[config.mk]
export PLATFORM = sky130hd
export DESIGN_NAME = sfb_ctrl
export DESIGN_NICKNAME = d
export VERILOG_FILES = /design/src/hw/rtl/sfb_pkg.sv /design/src/hw/rtl/sfb_ctrl.sv
export SDC_FILE = /design/constraint.sdc
export NUM_CORES = 1
export LEC_CHECK = 0
export ABC_CLOCK_PERIOD_IN_PS = 2000
export BUFFER_PORTS_ARGS = -buffer_cell sky130_fd_sc_hd__buf_4
export CORE_AREA = 2 2 39 41
export DETAILED_ROUTE_END_ITERATION = 10
export DIE_AREA = 0 0 41 43
export GPL_TIMING_DRIVEN = 0
export PLACE_DENSITY = 0.5
export SYNTH_ARGS = -nofsm -noshare
export SYNTH_HDL_FRONTEND = slang
export SYNTH_SLANG_ARGS = --single-unit
[constraint.sdc]
create_clock -name clk -period 2 [get_ports clk]
set_input_delay 0.4 -clock clk [delete_from_list [all_inputs] [get_ports clk]]
set_output_delay 0.4 -clock clk [all_outputs]
set_load 0.01 [all_outputs]
[src/hw/rtl/sfb_pkg.sv]
// Shared types and constants of the front/back strip hit matcher.
package sfb_pkg;

  localparam int VALUE_WIDTH     = 24;
  localparam int DET_W           = 4;
  localparam int STRIP_W         = 8;
  localparam int KIND_W          = 3;
  localparam int WINDOW_W        = 23;
  localparam int MAX_ENTRIES_DEF = 64;

  localparam logic [WINDOW_W-1:0] WINDOW_RESET = WINDOW_W'(75);

  // Item kinds
  localparam logic [KIND_W-1:0] KIND_FRONT_TIME  = 3'd0;
  localparam logic [KIND_W-1:0] KIND_BACK_ENERGY = 3'd1;
  localparam logic [KIND_W-1:0] KIND_BACK_TIME   = 3'd2;
  localparam logic [KIND_W-1:0] KIND_QUERY       = 3'd3;
  localparam logic [KIND_W-1:0] KIND_NEW_EVENT   = 3'd4;

  typedef struct packed {
    logic [KIND_W-1:0]             kind;
    logic [DET_W-1:0]              detector;
    logic [STRIP_W-1:0]            strip;
    logic signed [VALUE_WIDTH-1:0] value;
  } in_item_t;

  typedef struct packed {
    logic [DET_W-1:0]              front_detector;
    logic [STRIP_W-1:0]            front_strip;
    logic signed [VALUE_WIDTH-1:0] front_energy;
    logic                          front_time_found;
    logic signed [VALUE_WIDTH-1:0] front_time;
    logic                          back_found;
    logic [STRIP_W-1:0]            back_strip;
    logic signed [VALUE_WIDTH-1:0] back_energy;
    logic                          back_time_found;
    logic signed [VALUE_WIDTH-1:0] back_time;
  } out_item_t;

  typedef struct packed {
    logic [DET_W-1:0]              det;
    logic [STRIP_W-1:0]            strip;
    logic signed [VALUE_WIDTH-1:0] value;
  } entry_t;

  // Controller to datapath commands
  typedef struct packed {
    logic wr_ft;
    logic wr_be;
    logic wr_bt;
    logic clear;
    logic capture;
    logic start_b;
    logic run;
    logic phase_b;
    logic push;
  } ctrl_cmd_t;

  // Datapath to controller status
  typedef struct packed {
    logic a_done;
    logic b_done;
    logic out_full;
  } dp_status_t;

endpackage

[src/hw/rtl/sfb_ctrl.sv]
// Controller: sequences loads, the two table scans and the result push.
module sfb_ctrl (
  input  logic                         clk,
  input  logic                         rst,
  input  logic                         in_valid,
  input  logic [sfb_pkg::KIND_W-1:0]   kind,
  output logic                         in_ready,
  input  sfb_pkg::dp_status_t          status,
  output sfb_pkg::ctrl_cmd_t           cmd
);
  import sfb_pkg::*;

  typedef enum logic [1:0] {
    IDLE,
    SCAN_A,
    SCAN_B,
    EMIT
  } state_t;

  state_t state;
  logic   accept;

  assign in_ready = (state == IDLE);
  assign accept   = in_valid && in_ready;

  // Decode commands from state and the accepted item
  always_comb begin
    cmd = '0;
    case (state)
      IDLE: begin
        if (accept) begin
          case (kind)
            KIND_FRONT_TIME:  cmd.wr_ft   = 1'b1;
            KIND_BACK_ENERGY: cmd.wr_be   = 1'b1;
            KIND_BACK_TIME:   cmd.wr_bt   = 1'b1;
            KIND_NEW_EVENT:   cmd.clear   = 1'b1;
            KIND_QUERY:       cmd.capture = 1'b1;
            default: ;
          endcase
        end
      end
      SCAN_A: begin
        if (status.a_done) begin
          cmd.start_b = 1'b1;
        end else begin
          cmd.run = 1'b1;
        end
      end
      SCAN_B: begin
        if (!status.b_done) begin
          cmd.run     = 1'b1;
          cmd.phase_b = 1'b1;
        end
      end
      EMIT: begin
        cmd.push = !status.out_full;
      end
      default: ;
    endcase
  end

  // Advance the sequence
  always_ff @(posedge clk) begin
    if (rst) begin
      state <= IDLE;
    end else begin
      case (state)
        IDLE: begin
          if (accept && (kind == KIND_QUERY)) begin
            state <= SCAN_A;
          end
        end
        SCAN_A: begin
          if (status.a_done) begin
            state <= SCAN_B;
          end
        end
        SCAN_B: begin
          if (status.b_done) begin
            state <= EMIT;
          end
        end
        EMIT: begin
          if (!status.out_full) begin
            state <= IDLE;
          end
        end
        default: state <= IDLE;
      endcase
    end
  end

endmodule

==> summary.txt <==
WP data arrival = 1.44 ns
Clk sinks = 2
Register name with the most flops = state
IO Pins = 19
Synth area leaders = ha_1, dfxtp_1, nand2b_1
Area Overhead vs Synth = 71.1%
Post-DRT Antenna Nets = 0
Max reg flops = 2
Crit start category = flop
Slew HR = 83.5%
Final Hold Fails = 0
Yosys Warn Count = 0
Clk buf depth = 2
Hold Slack = 0.467 ns
Crit path max fanout = 4
Status = finished clean
Sequential share of the synthesized area = 14.7%
Die area = 0.00176 mm²
Yosys cell types = 18
Max Freq = 543 MHz
First-pass GRT wire length = 986 µm
Hpwl dp = 513 µm
Cell taking the most area after synthesis = ha_1
Non-filler cells, final = 70
Nets = 70
Cell count after synthesis = 33
Total negative slack = 0 ns
MaxCap Viol Count = 0
CTS tree = yes
Seq cells post-synth = 2
Share of cells above drive strength 1 = 55.6%
Remaining routing DRC violations = 0
Chip height = 43 µm
Final Setup Violations = 0
Setup Fix Bufs, Post-CTS = 0
Filler cells = 160
Drt total wl = 622 µm
Clk_lat worst skew = 0.22 ns
Core ar. = 0.00138 mm²
Tightest Hold Check Type = input port to flop
CTS clock-pin slew for the worst setup and hold paths = 0.03 ns
Hold_buf cts = 0
Avg Synthesized Cell Area = 8.27 µm²
Post-route minimum period = 1.84 ns
Root Buffer = clkbuf_4
Initial antenna violation count = 0
Biggest regs = state x2
Initial Util = 19.7%
Max-slew violation count = 0
Num CTS Buffers = 3
Largest net degree at the start of global routing = 7
Top-area cell type share of the netlist area = 22.9%
Placed cells = 67
Setup Crit Path Kind = flop to output pin
Worst-Margin Slew = 0.243 ns
# H-tree levels = 1
Clock Skews = 0.00315 ns
CP endpoint kind = output pin
Grt total ovfl = 0
Diodes inserted = 0
CP Data Required Time = 1.60 ns
Vias per cell = 4.21
Final instance area = 467 µm²
Site Rows = 14
Vias = 295
Routed len/inst = 8.89 µm
Placed Instance Area = 428 µm²
Final Power = 0.381 mW
Post-Syn Area = 273 µm²
Number of global-route vias before repair = 271
I/O Buffers = 18
Leak = 0.233 nW
Die Wd = 41 µm
Post-synth net total = 47
Peak supply drop = 357 µV
Final period util = 92.1%
RSZ-0062 raised after global routing = false
Worst Hold Path Cells = 3
Pwr dens = 816 mW/mm²
Tot GR Track Use = 8.72%
Pre-antenna DRT Iters = 4
Global placement routability congestion = 0.654
First DRT Iteration DRCs = 2
R2R depth = 5
==> critical path, stage by stage (launching register included) <==
cell	delay, ns
dfxtp_1	0.33
inv_2	0.08
ha_2	0.18
nand2_1	0.08
or2_4	0.25
nor3b_2	0.15
buf_4	0.14
==> synthesized netlist by cell type <==
cell	n
o2111a_2	1
mux2i_1	2
nor3_1	1
nor3b_1	2
ha_1	5
or2_2	1
and4b_1	1
and2_1	1
o21bai_1	1
inv_1	4
nand2_1	2
nor2_1	1
nor2b_1	1
dfxtp_1	2
and3_2	1
nor4b_1	1
nand2b_1	5
a21boi_0	1
==> stage by stage <==
step / worst slack (ns) / util (%)
2_1_floorplan: 0.240 / -
3_3_place_gp: 0.184 / 30.9
3_5_place_dp: 0.205 / 30.9
4_1_cts: 0.00481 / 33.1
5_1_grt: 0.0586 / 33.7
6_report: 0.159 / 33.7
==> timing repair <==
| action | CTS | global route |
|---|---|---|
| pin swaps | 0 | 1 |
| resized for setup | 3 | 4 |
| setup endpoints to repair | 2 | 3 |
==> final timing paths <==
path	startpoint	slack, ns	end
max	state[1]$_SDFFE_PP0P_	0.16	cmd[6]
min	rst	0.47	state[1]$_SDFFE_PP0P_
max reg2reg	state[0]$_SDFFE_PP0P_	0.77	state[0]$_SDFFE_PP0P_
min reg2reg	state[0]$_SDFFE_PP0P_	0.51	state[0]$_SDFFE_PP0P_
==> cell families after synthesis <==
group / count (synthesis) / synth area share, %
buf+inv: 4 / 5.50
simple gates: 17 / 39.5
mux: 2 / 7.34
fa+ha+maj: 5 / 22.9
flops: 2 / 14.7
compound gates: 3 / 10.1
==> cells in the final DEF (no fill, tap or decap) <==
cell type  Yosys  layout
dfxtp_2        0       1
mux2i_1        2       2
and2_1         1       1
nand2_1        2       2
and4b_1        1       1
dfxtp_1        2       1
ha_1           5       4
nor2_1         1       1
o2111a_2       1       1
nand2b_1       5       5
o21bai_1       1       1
ha_2           0       1
nor4b_1        1       1
inv_2          0       2
nor2b_1        1       1
nor3_1         1       1
nor3b_2        0       2
clkbuf_4       0       3
a21boi_0       1       1
inv_1          4       2
or2_4          0       1
and3_2         1       1
buf_4          0      18
==> routing by layer <==
metal / GRT usage, % / vias up / share of wire [%]
met4: 8.00 / 0 / 0
met1: 8.31 / 126 / 42
met2: 12.5 / 15 / 43
met5: 0 / - / 0
met3: 4.71 / 0 / 15
li1: - / 154 / -
==> power by group <==
part           switching [mW]  internal, mW
Sequential             0.0170        0.0560
Clock                  0.0211        0.0661
Combinational           0.102         0.118
Total                   0.141         0.240
==> area by class of cell <==
class                      count  area, µm²  share of cell area, %
timing repair buffer          18        135                   29.0
tap                           16       20.0                   4.29
sequential                     2       41.3                   8.85
inverter                       4       15.0                   3.22
clock buffer                   3       22.5                   4.83
multi-input combinational     27        233                   49.9
Note: power is estimated with default switching activity, not from simulation.
